<file path="src/hdl/smstk_pkg.sv">
// ----------------------------------------------------------------------------
// smstk_pkg
// Shared constants, codes and controller/datapath signal groups of the
// sorted min stack.
// ----------------------------------------------------------------------------
package smstk_pkg;

	localparam int DEPTH      = 16;
	localparam int DATA_WIDTH = 32;
	localparam int ADDR_W     = $clog2(DEPTH);
	localparam int CNT_W      = $clog2(DEPTH + 1);

	typedef enum logic {
		OP_PUSH = 1'b0,
		OP_POP  = 1'b1
	} op_t;

	typedef enum logic [1:0] {
		ERR_NONE      = 2'd0,
		ERR_POP_EMPTY = 2'd1,
		ERR_PUSH_FULL = 2'd2
	} err_t;

	typedef enum logic [2:0] {
		ST_IDLE,
		ST_DECIDE,
		ST_CMP,
		ST_INS,
		ST_TOP,
		ST_PUBLISH
	} state_t;

	typedef enum logic [1:0] {
		RD_BELOW,
		RD_BELOW2,
		RD_TOP
	} rd_sel_t;

	typedef struct packed {
		logic    load;
		logic    set_err;
		err_t    err_code;
		logic    rd_en;
		rd_sel_t rd_sel;
		logic    shift;
		logic    ins;
		logic    pop;
		logic    publish;
	} cmd_t;

	typedef struct packed {
		op_t  op;
		logic full;
		logic empty;
		logic pos_zero;
		logic pos_one;
		logic less;
		logic out_free;
	} status_t;

endpackage

</file>
<file path="src/hdl/smstk_ram.sv">
// ----------------------------------------------------------------------------
// smstk_ram
// Generic simple dual-port RAM: one write port, one read port with registered
// read data that holds while no read is enabled.
// ----------------------------------------------------------------------------
module smstk_ram #(
	parameter int WIDTH = 32,
	parameter int DEPTH = 16
) (
	input  logic                     clk,
	input  logic                     we,
	input  logic [$clog2(DEPTH)-1:0] waddr,
	input  logic [WIDTH-1:0]         wdata,
	input  logic                     re,
	input  logic [$clog2(DEPTH)-1:0] raddr,
	output logic [WIDTH-1:0]         rdata
);

	logic [WIDTH-1:0] mem_q [DEPTH];

	always_ff @(posedge clk) begin
		if (we) begin
			mem_q[waddr] <= wdata;
		end
		if (re) begin
			rdata <= mem_q[raddr];
		end
	end

endmodule

</file>
<file path="src/hdl/smstk_datapath.sv">
// ----------------------------------------------------------------------------
// smstk_datapath
// Entry store, fill count, insertion pointer and result register of the
// sorted min stack.
// ----------------------------------------------------------------------------
module smstk_datapath import smstk_pkg::*; (
	input  logic                         clk,
	input  logic                         arst_n,
	input  cmd_t                         cmd,
	output status_t                      status,
	input  logic                         op,
	input  logic signed [DATA_WIDTH-1:0] value,
	output logic                         out_valid,
	input  logic                         out_stall,
	output logic signed [DATA_WIDTH-1:0] top_value,
	output logic [CNT_W-1:0]             entry_count,
	output logic                         is_empty,
	output logic [1:0]                   error
);

	op_t                         op_q;
	logic signed [DATA_WIDTH-1:0] val_q;
	logic [CNT_W-1:0]            count_q;
	logic [CNT_W-1:0]            pos_q;
	err_t                        err_q;
	logic                        out_valid_q;
	logic signed [DATA_WIDTH-1:0] top_q;
	logic [CNT_W-1:0]            cnt_out_q;
	logic                        empty_out_q;
	err_t                        err_out_q;

	logic [CNT_W-1:0]      pos_m1;
	logic [CNT_W-1:0]      pos_m2;
	logic [CNT_W-1:0]      cnt_m1;
	logic [ADDR_W-1:0]     rd_addr;
	logic [DATA_WIDTH-1:0] rdata;
	logic                  we;
	logic [DATA_WIDTH-1:0] wdata;

	assign pos_m1 = pos_q - CNT_W'(1);
	assign pos_m2 = pos_q - CNT_W'(2);
	assign cnt_m1 = count_q - CNT_W'(1);

	always_comb begin
		unique case (cmd.rd_sel)
			RD_BELOW:  rd_addr = pos_m1[ADDR_W-1:0];
			RD_BELOW2: rd_addr = pos_m2[ADDR_W-1:0];
			RD_TOP:    rd_addr = cnt_m1[ADDR_W-1:0];
			default:   rd_addr = cnt_m1[ADDR_W-1:0];
		endcase
	end

	assign we    = cmd.shift | cmd.ins;
	assign wdata = cmd.shift ? rdata : val_q;

	smstk_ram #(
		.WIDTH(DATA_WIDTH),
		.DEPTH(DEPTH)
	) u_ram (
		.clk  (clk),
		.we   (we),
		.waddr(pos_q[ADDR_W-1:0]),
		.wdata(wdata),
		.re   (cmd.rd_en),
		.raddr(rd_addr),
		.rdata(rdata)
	);

	always_ff @(posedge clk) begin
		if (cmd.load) begin
			op_q  <= op_t'(op);
			val_q <= value;
			pos_q <= count_q;
			err_q <= ERR_NONE;
		end else begin
			if (cmd.set_err) begin
				err_q <= cmd.err_code;
			end
			if (cmd.shift) begin
				pos_q <= pos_m1;
			end
		end
		if (cmd.publish) begin
			top_q       <= (count_q == '0) ? '0 : $signed(rdata);
			cnt_out_q   <= count_q;
			empty_out_q <= (count_q == '0);
			err_out_q   <= err_q;
		end
	end

	always_ff @(posedge clk or negedge arst_n) begin
		if (!arst_n) begin
			count_q     <= '0;
			out_valid_q <= 1'b0;
		end else begin
			if (cmd.ins) begin
				count_q <= count_q + CNT_W'(1);
			end else if (cmd.pop) begin
				count_q <= cnt_m1;
			end
			if (cmd.publish) begin
				out_valid_q <= 1'b1;
			end else if (!out_stall) begin
				out_valid_q <= 1'b0;
			end
		end
	end

	assign status.op       = op_q;
	assign status.full     = (count_q == CNT_W'(DEPTH));
	assign status.empty    = (count_q == '0);
	assign status.pos_zero = (pos_q == '0);
	assign status.pos_one  = (pos_q == CNT_W'(1));
	assign status.less     = ($signed(rdata) < val_q);
	assign status.out_free = !out_valid_q || !out_stall;

	assign out_valid   = out_valid_q;
	assign top_value   = top_q;
	assign entry_count = cnt_out_q;
	assign is_empty    = empty_out_q;
	assign error       = err_out_q;

endmodule

</file>
<file path="src/hdl/smstk_ctrl.sv">
// ----------------------------------------------------------------------------
// smstk_ctrl
// Controller of the sorted min stack: sequences the insertion walk, the pop
// and the read of the new top for one item at a time.
// ----------------------------------------------------------------------------
module smstk_ctrl import smstk_pkg::*; (
	input  logic    clk,
	input  logic    arst_n,
	input  logic    in_valid,
	output logic    in_stall,
	input  status_t status,
	output cmd_t    cmd
);

	state_t state_q;
	state_t state_d;

	always_ff @(posedge clk or negedge arst_n) begin
		if (!arst_n) begin
			state_q <= ST_IDLE;
		end else begin
			state_q <= state_d;
		end
	end

	always_comb begin
		state_d = state_q;
		unique case (state_q)
			ST_IDLE: begin
				if (in_valid) begin
					state_d = ST_DECIDE;
				end
			end
			ST_DECIDE: begin
				if (status.op == OP_PUSH && !status.full && !status.pos_zero) begin
					state_d = ST_CMP;
				end else begin
					state_d = ST_TOP;
				end
			end
			ST_CMP: begin
				if (!status.less) begin
					state_d = ST_TOP;
				end else if (status.pos_one) begin
					state_d = ST_INS;
				end
			end
			ST_INS:     state_d = ST_TOP;
			ST_TOP:     state_d = ST_PUBLISH;
			ST_PUBLISH: begin
				if (status.out_free) begin
					state_d = ST_IDLE;
				end
			end
			default:    state_d = ST_IDLE;
		endcase
	end

	always_comb begin
		cmd        = '0;
		cmd.rd_sel = RD_TOP;
		unique case (state_q)
			ST_IDLE: begin
				cmd.load = in_valid;
			end
			ST_DECIDE: begin
				if (status.op == OP_PUSH) begin
					if (status.full) begin
						cmd.set_err  = 1'b1;
						cmd.err_code = ERR_PUSH_FULL;
					end else if (status.pos_zero) begin
						cmd.ins = 1'b1;
					end else begin
						cmd.rd_en  = 1'b1;
						cmd.rd_sel = RD_BELOW;
					end
				end else begin
					if (status.empty) begin
						cmd.set_err  = 1'b1;
						cmd.err_code = ERR_POP_EMPTY;
					end else begin
						cmd.pop = 1'b1;
					end
				end
			end
			ST_CMP: begin
				if (status.less) begin
					cmd.shift  = 1'b1;
					cmd.rd_en  = !status.pos_one;
					cmd.rd_sel = RD_BELOW2;
				end else begin
					cmd.ins = 1'b1;
				end
			end
			ST_INS: begin
				cmd.ins = 1'b1;
			end
			ST_TOP: begin
				cmd.rd_en = !status.empty;
			end
			ST_PUBLISH: begin
				cmd.publish = status.out_free;
			end
			default: begin
				cmd.rd_sel = RD_TOP;
			end
		endcase
	end

	assign in_stall = (state_q != ST_IDLE);

endmodule

</file>
<file path="src/hdl/sorted_min_stack.sv">
// ----------------------------------------------------------------------------
// sorted_min_stack
// Bounded sorted stack acting as a min priority queue: push inserts a signed
// value below all strictly smaller entries, pop removes the smallest one.
//
//   channel | handshake          | payload
//   --------+--------------------+------------------------------------------
//   in      | in_valid, in_stall | op, value
//   out     | out_valid,out_stall| top_value, entry_count, is_empty, error
//
// One item at a time. Pop, failed push or push onto an empty store: decide,
// top-read and publish states. Other pushes add a compare walk shifting the
// k smaller entries down via the single read/write port pair of the RAM.
// The next item is taken the cycle after the result loads. Reset clears the
// fill count, output valid and controller state; entries need no clearing.
// A stalled result holds in its register while the next item is taken.
// ----------------------------------------------------------------------------
module sorted_min_stack import smstk_pkg::*; (
	input  logic                         clk,
	input  logic                         arst_n,
	input  logic                         in_valid,
	output logic                         in_stall,
	input  logic                         op,
	input  logic signed [DATA_WIDTH-1:0] value,
	output logic                         out_valid,
	input  logic                         out_stall,
	output logic signed [DATA_WIDTH-1:0] top_value,
	output logic [CNT_W-1:0]             entry_count,
	output logic                         is_empty,
	output logic [1:0]                   error
);

	cmd_t    cmd;
	status_t status;

	smstk_ctrl u_ctrl (
		.clk     (clk),
		.arst_n  (arst_n),
		.in_valid(in_valid),
		.in_stall(in_stall),
		.status  (status),
		.cmd     (cmd)
	);

	smstk_datapath u_dp (
		.clk        (clk),
		.arst_n     (arst_n),
		.cmd        (cmd),
		.status     (status),
		.op         (op),
		.value      (value),
		.out_valid  (out_valid),
		.out_stall  (out_stall),
		.top_value  (top_value),
		.entry_count(entry_count),
		.is_empty   (is_empty),
		.error      (error)
	);

	a_take_then_busy: assert property (@(posedge clk) disable iff (!arst_n)
		(in_valid && !in_stall) |=> in_stall)
		else $error("input taken without going busy");

	a_count_bound: assert property (@(posedge clk) disable iff (!arst_n)
		out_valid |-> (entry_count <= CNT_W'(DEPTH)))
		else $error("entry count beyond depth");

	a_empty_flag: assert property (@(posedge clk) disable iff (!arst_n)
		out_valid |-> (is_empty == (entry_count == '0)))
		else $error("empty flag disagrees with count");

	a_empty_top: assert property (@(posedge clk) disable iff (!arst_n)
		(out_valid && is_empty) |-> (top_value == '0))
		else $error("empty store shows nonzero top");

	a_pop_err: assert property (@(posedge clk) disable iff (!arst_n)
		(out_valid && error == ERR_POP_EMPTY) |-> is_empty)
		else $error("pop error on nonempty store");

endmodule
</file>
<file path="config.mk">
export PLATFORM = sky130hd
export DESIGN_NAME = sorted_min_stack
export DESIGN_NICKNAME = d
export VERILOG_FILES = /design/src/hdl/smstk_pkg.sv /design/src/hdl/smstk_ram.sv /design/src/hdl/smstk_datapath.sv /design/src/hdl/smstk_ctrl.sv /design/src/hdl/sorted_min_stack.sv
export SDC_FILE = /design/constraint.sdc
export NUM_CORES = 1
export LEC_CHECK = 0
export BUFFER_PORTS_ARGS = -buffer_cell sky130_fd_sc_hd__buf_4
export CORE_ASPECT_RATIO = 1.2
export CORE_MARGIN = 2
export CORE_UTILIZATION = 50
export CTS_CLUSTER_DIAMETER = 120
export DETAILED_ROUTE_END_ITERATION = 12
export PLACE_DENSITY = 0.66
export SETUP_SLACK_MARGIN = 0.05
export SLEW_MARGIN = 40
export SYNTH_ARGS = -nofsm -noshare
export SYNTH_HDL_FRONTEND = slang
export SYNTH_HIERARCHICAL = 1
export SYNTH_SLANG_ARGS = --single-unit
</file>
<file path="constraint.sdc">
create_clock -name clk -period 7.3 [get_ports clk]
set_clock_uncertainty 0.1 [all_clocks]
set_input_delay 1.825 -clock clk [delete_from_list [all_inputs] [get_ports clk]]
set_output_delay 1.825 -clock clk [all_outputs]
set_load 0.03 [all_outputs]
</file>
== Word-level counts from Yosys, hierarchy flattened ==
Memories as Yosys holds them, arrays and structs flattened. A register that Yosys moved wholly into a read port is not among the register bits.
Cells that the tools add are included.
Word-level totals
  word-level logic and storage cells: 85
  RAM bits: 512
  flip-flop bits (word level): 89
  output and inout bits: 42
  latch bits: 0
  memory bits (read-only): 0
  memories: 1
Memories
  u_dp.u_ram.mem_q: words 16, width 32, rd ports 1, clocked after Yosys merged registers in 1, write ports 1, RTL line smstk_ram.sv:19  | logic [WIDTH-1:0] mem_q [DEPTH];
Cells by class
  reduce and logical (&&, ||, !) cells: 17
  eq/ne operators: 12
  multipliers: 0
  shifts and indexed selects: 0
  $add $sub $neg: 4
  order comparisons: 1
  mux-type cells: 37
  divide/modulo/power cells: 0
  bitwise operators: 2
Operator list (number)
  3-bit 2-to-1 mux: 12
  32-bit less-than comparator: 1
  32-bit 2-to-1 mux: 1
  5-bit 2-to-1 mux: 4
  3-bit case mux with 6 select lines: 1
  1-bit 2-to-1 mux: 14
  5-bit logical NOT: 2
  5-bit by 1-bit subtractor with 5-bit output (second input constant): 2
  4-bit case mux with 2 select lines: 1
  3-bit by 2-bit equality test with 1-bit output (second input constant): 2
  3-bit equality test (second input constant): 2
  1-bit logical NOT: 6
  1-bit case mux with 3 select lines: 2
  5-bit by 1-bit adder with 5-bit output (second input constant): 1
  5-bit by 1-bit equality test with 1-bit output (second input constant): 1
  5-bit equality test (second input constant): 1
  4-bit 2-to-1 mux: 1
  2-bit by 1-bit != test with 1-bit output (second input constant): 2
  2-bit case mux with 2 select lines: 1
  2-bit nonzero test: 2
  4-bit by 2-bit subtractor with 4-bit output (second input constant): 1
  3-bit by 1-bit equality test with 1-bit output (second input constant): 1
  3-bit logical NOT: 1
  3-bit by 2-bit != test with 1-bit output (second input constant): 1
  9 further kinds: 10

== Longest topological paths before layout ==
  word-level depth: 8
  gate-level depth with buffers: 18

== Hierarchy ==
The synthesis kept the hierarchy.
By module, submodules not included
  smstk_ram: area each 20155.6 µm², times used 1, sequential area each 16335.7 µm², cells each 838
  smstk_datapath: area each 4389.2 µm², times used 1, sequential area each 2532.4 µm², cells each 381
  smstk_ctrl: area each 319.1 µm², times used 1, sequential area each 75.1 µm², cells each 39

== Worst setup path after synthesis ==
OpenSTA, ideal clock, no wires.
  path type: reg-to-reg
  start: reg u_dp.u_ram.rdata[26] (read register of u_dp.u_ram.mem_q)
  end: mem u_dp.u_ram.mem_q[0][0] (enable)
  arrival time: 4.996 ns
  slack: 1.743 ns
  stages on the path, launching flop included: 12
  path through: edfxtp_1 > ha_1 > and4_4 > nor4b_2 > a211oi_1 > o2111ai_1 > o22ai_1 > and4bb_1 > clkbuf_1 > or2_2 > or3b_2 > nor3_1
RTL lines
  start, declared: RTL line smstk_ram.sv:16  | output logic [WIDTH-1:0] rdata
  end, declared: RTL line smstk_ram.sv:19

==> results.py <==
metrics = {
    "die": {
        "core_area_um2": 49100,
        "start_util": 0.506,
        "die-height_um": 248,
        "die-area_um2": 51500,
        "core.rowCount": 89,
        "io_pins": 79,
        "fp.dieW_um": 208,
    },
    "worst_setup_path": {
        "crit_type": "reg -> reg",
        "worst-path-max-fanout": 37,
        "cp.required_ps": 7670,
        "startpoint_type": "flip-flop",
        "crit_path_end_kind": "flip-flop",
        "arrival_ps": 6290,
    },
    "outcome": {
        "status": "completed",
    },
    "detailed_routing": {
        "antenna_left": 0,
        "drt_iter0_drc": 1236,
        "wl_per_cell_um": 26.5,
        "vias_per_cell": 5.97,
        "drtPass1Iterations": 5,
        "via_count": 12500,
        "drc": 0,
        "routed_wl_mm": 55.6,
    },
    "pwr": {
        "p_leak_nw": 9.56,
        "power_w": 0.0132,
        "p_per_area_nw_per_um2": 459,
        "vdd_ir_drop_max_uv": 345,
    },
    "global_route": {
        "grt_usage": 0.219,
        "antenna_found_initial": 0,
        "grt_overflow": 0,
        "grt_first_pass_wirelength_mm": 81.7,
        "grt_pass1_vias": 12500,
        "grt_max_degree": 44,
    },
    "sta": {
        "fin_tns_setup_ps": 0,
        "post-route-min-period_ps": 5930,
        "finalCritPeriodShare": 0.812,
        "fmax_mhz": 169,
        "hold_ws_ps": 337,
        "finalSetupViolations": 0,
        "grt_setup_unrepaired": "false",
        "hold_viol": 0,
        "slew_headroom": 0.440,
        "drv_slew": 0,
        "tightest_slew_ps": 838,
    },
    "logic_synthesis": {
        "synth_area_leaders": "edfxtp_1 75%, mux4_2 12%, a22oi_1 2.0%",
        "synth.most_common_cell": "edfxtp_1",
        "synth-main-ff-cell": "edfxtp_1",
        "yosysSeqAreaShare": 0.762,
        "ys_ff_latch": 633,
        "synthArstFlopShare": 0.0142,
        "syn_inst": 1258,
        "synth_warnings": 6,
        "synth_top_area_cell": "edfxtp_1",
        "synth_edf_count": 622,
        "synth_common_cells": "622 x edfxtp_1, 128 x mux4_2, 91 x nand2_1",
        "ys_types": 56,
        "synth_area_per_cell_um2": 19.8,
        "syn_area_um2": 24900,
        "synthesis.nets": 1334,
        "synth.top_cell.area_share": 0.751,
    },
    "final_layout": {
        "n_antenna_cell": 0,
        "fill_cells": 3583,
        "drive_gt1_frac": 0.274,
        "utilization": 0.585,
        "final_nets": 1486,
        "postLayoutCellArea_um2": 28700,
        "area_growth_pct": 15.6,
    },
    "placed_design": {
        "dp_hpwl_mm": 31.5,
        "gp_congestion": 0.759,
        "placed_area_um2": 26800,
        "port_buffers": 78,
    },
    "cts": {
        "cts_resized": 0,
        "clockBufferDepth": 3,
        "cts_tree": "yes",
        "htree_levels": 2,
        "cts_buffers": 59,
        "cts_sinks": 633,
        "postCtsHoldBufs": 0,
        "cts_root_buf": "clkbuf_16",
        "cts.clk_slew.worst_paths_ps": 60,
        "post-cts-setup-buffer-count": 0,
        "clock_latency_ps": 630,
    },
    "flow_run": {
        "cap_violations": 0,
    },
    "hold_path": {
        "hold_path_class": "reg -> reg",
    },
}
state kept, by name, summed over array words and instances, names as in the netlist:
signal and flops:
u_dp/u_ram/rdata 32, u_dp/error 2, u_dp/top_value 32, u_dp/op_q 1
u_dp/count_q 5, u_dp/pos_q 5, u_ctrl/state_q 3, u_dp/is_empty 1
u_dp/out_valid 1, u_dp/err_q 2, u_dp/val_q 32, u_dp/entry_count 5
u_dp/u_ram/mem_q 512
final timing paths:
check	from	end	slack (ps)	cells after the start
max in group asynchronous	arst_n	u_ctrl/state_q[2]	6040	1
worst min register to register	u_dp/err_q[0]	u_dp/error[0]	340	0
min in group asynchronous	arst_n	u_ctrl/state_q[1]	920	1
worst min-delay path	u_dp/err_q[0]	u_dp/error[0]	340	0
worst max-delay path	u_dp/u_ram/rdata[31]	u_dp/u_ram/rdata[30]	1370	15
worst max register to register	u_dp/u_ram/rdata[31]	u_dp/u_ram/rdata[30]	1370	15
worst max-delay path, stage by stage (launching register included):
cell and delay [ps]:
edfxtp_1 520, ha_1 420, nand4_1 260, nor4b_2 590
nand2_1 230, a31oi_1 410, o22ai_1 220, and4bb_4 390
buf_4 310, nand2_1 110, o21ai_0 70, o21ai_0 660
nor2b_4 770, buf_4 430, a22oi_1 120, nand2_1 120
per-stage QoR:
stage	setup slack, ps	std cells
floorplan	1740	1258
global placement	1210	1982
detailed placement	1240	1985
CTS	1210	2094
global route	1150	2095
finish	1370	2095
layout make-up:
cell class              count  area (µm²)  share of cell area
clock buffers              75        1540              0.0535
clock inverters            34         367              0.0128
inverters                  38         143             0.00496
multi-input cells         525        5650               0.197
flip-flops and latches    633       18900               0.659
well taps                 637         797              0.0277
repair buffers            153        1300              0.0452
cells in the final DEF (no fill, tap or decap), types with 7 or more instances in the layout:
cell	count
nor2_4	13
buf_12	8
buf_4	141
nor2b_1	32
clkinv_1	10
nor2_1	14
inv_1	38
clkbuf_16	59
nand2b_1	7
a22oi_1	65
bufinv_16	7
dfrtp_1	9
mux4_2	128
o21ai_0	42
clkinv_2	10
ha_1	39
nand2_1	91
edfxtp_1	622
clkbuf_1	16
a21oi_1	14
logic make-up after synthesis:
| family | synth area share |
|---|---|
| compound gates | 0.0368 |
| mux | 0.119 |
| fa+ha+maj | 0.0196 |
| xor+xnor | 0.00387 |
| simple gates | 0.0410 |
| buf+inv | 0.0180 |
| flops | 0.762 |
power by group:
part           internal (W)  total, W  switching, W
clock               0.00174   0.00304       0.00130
sequential          0.00483   0.00508      0.000246
combinational       0.00217   0.00508       0.00291
layer usage:
metal / track usage / vias up / part of all wire
met5: 0 / - / 0
met4: 0.0676 / 0 / 0.025
met3: 0.0315 / 100 / 0.072
met2: 0.365 / 490 / 0.49
met1: 0.305 / 6538 / 0.41
li1: - / 5381 / -
No activity file was read; power rests on OpenSTA's default activity.
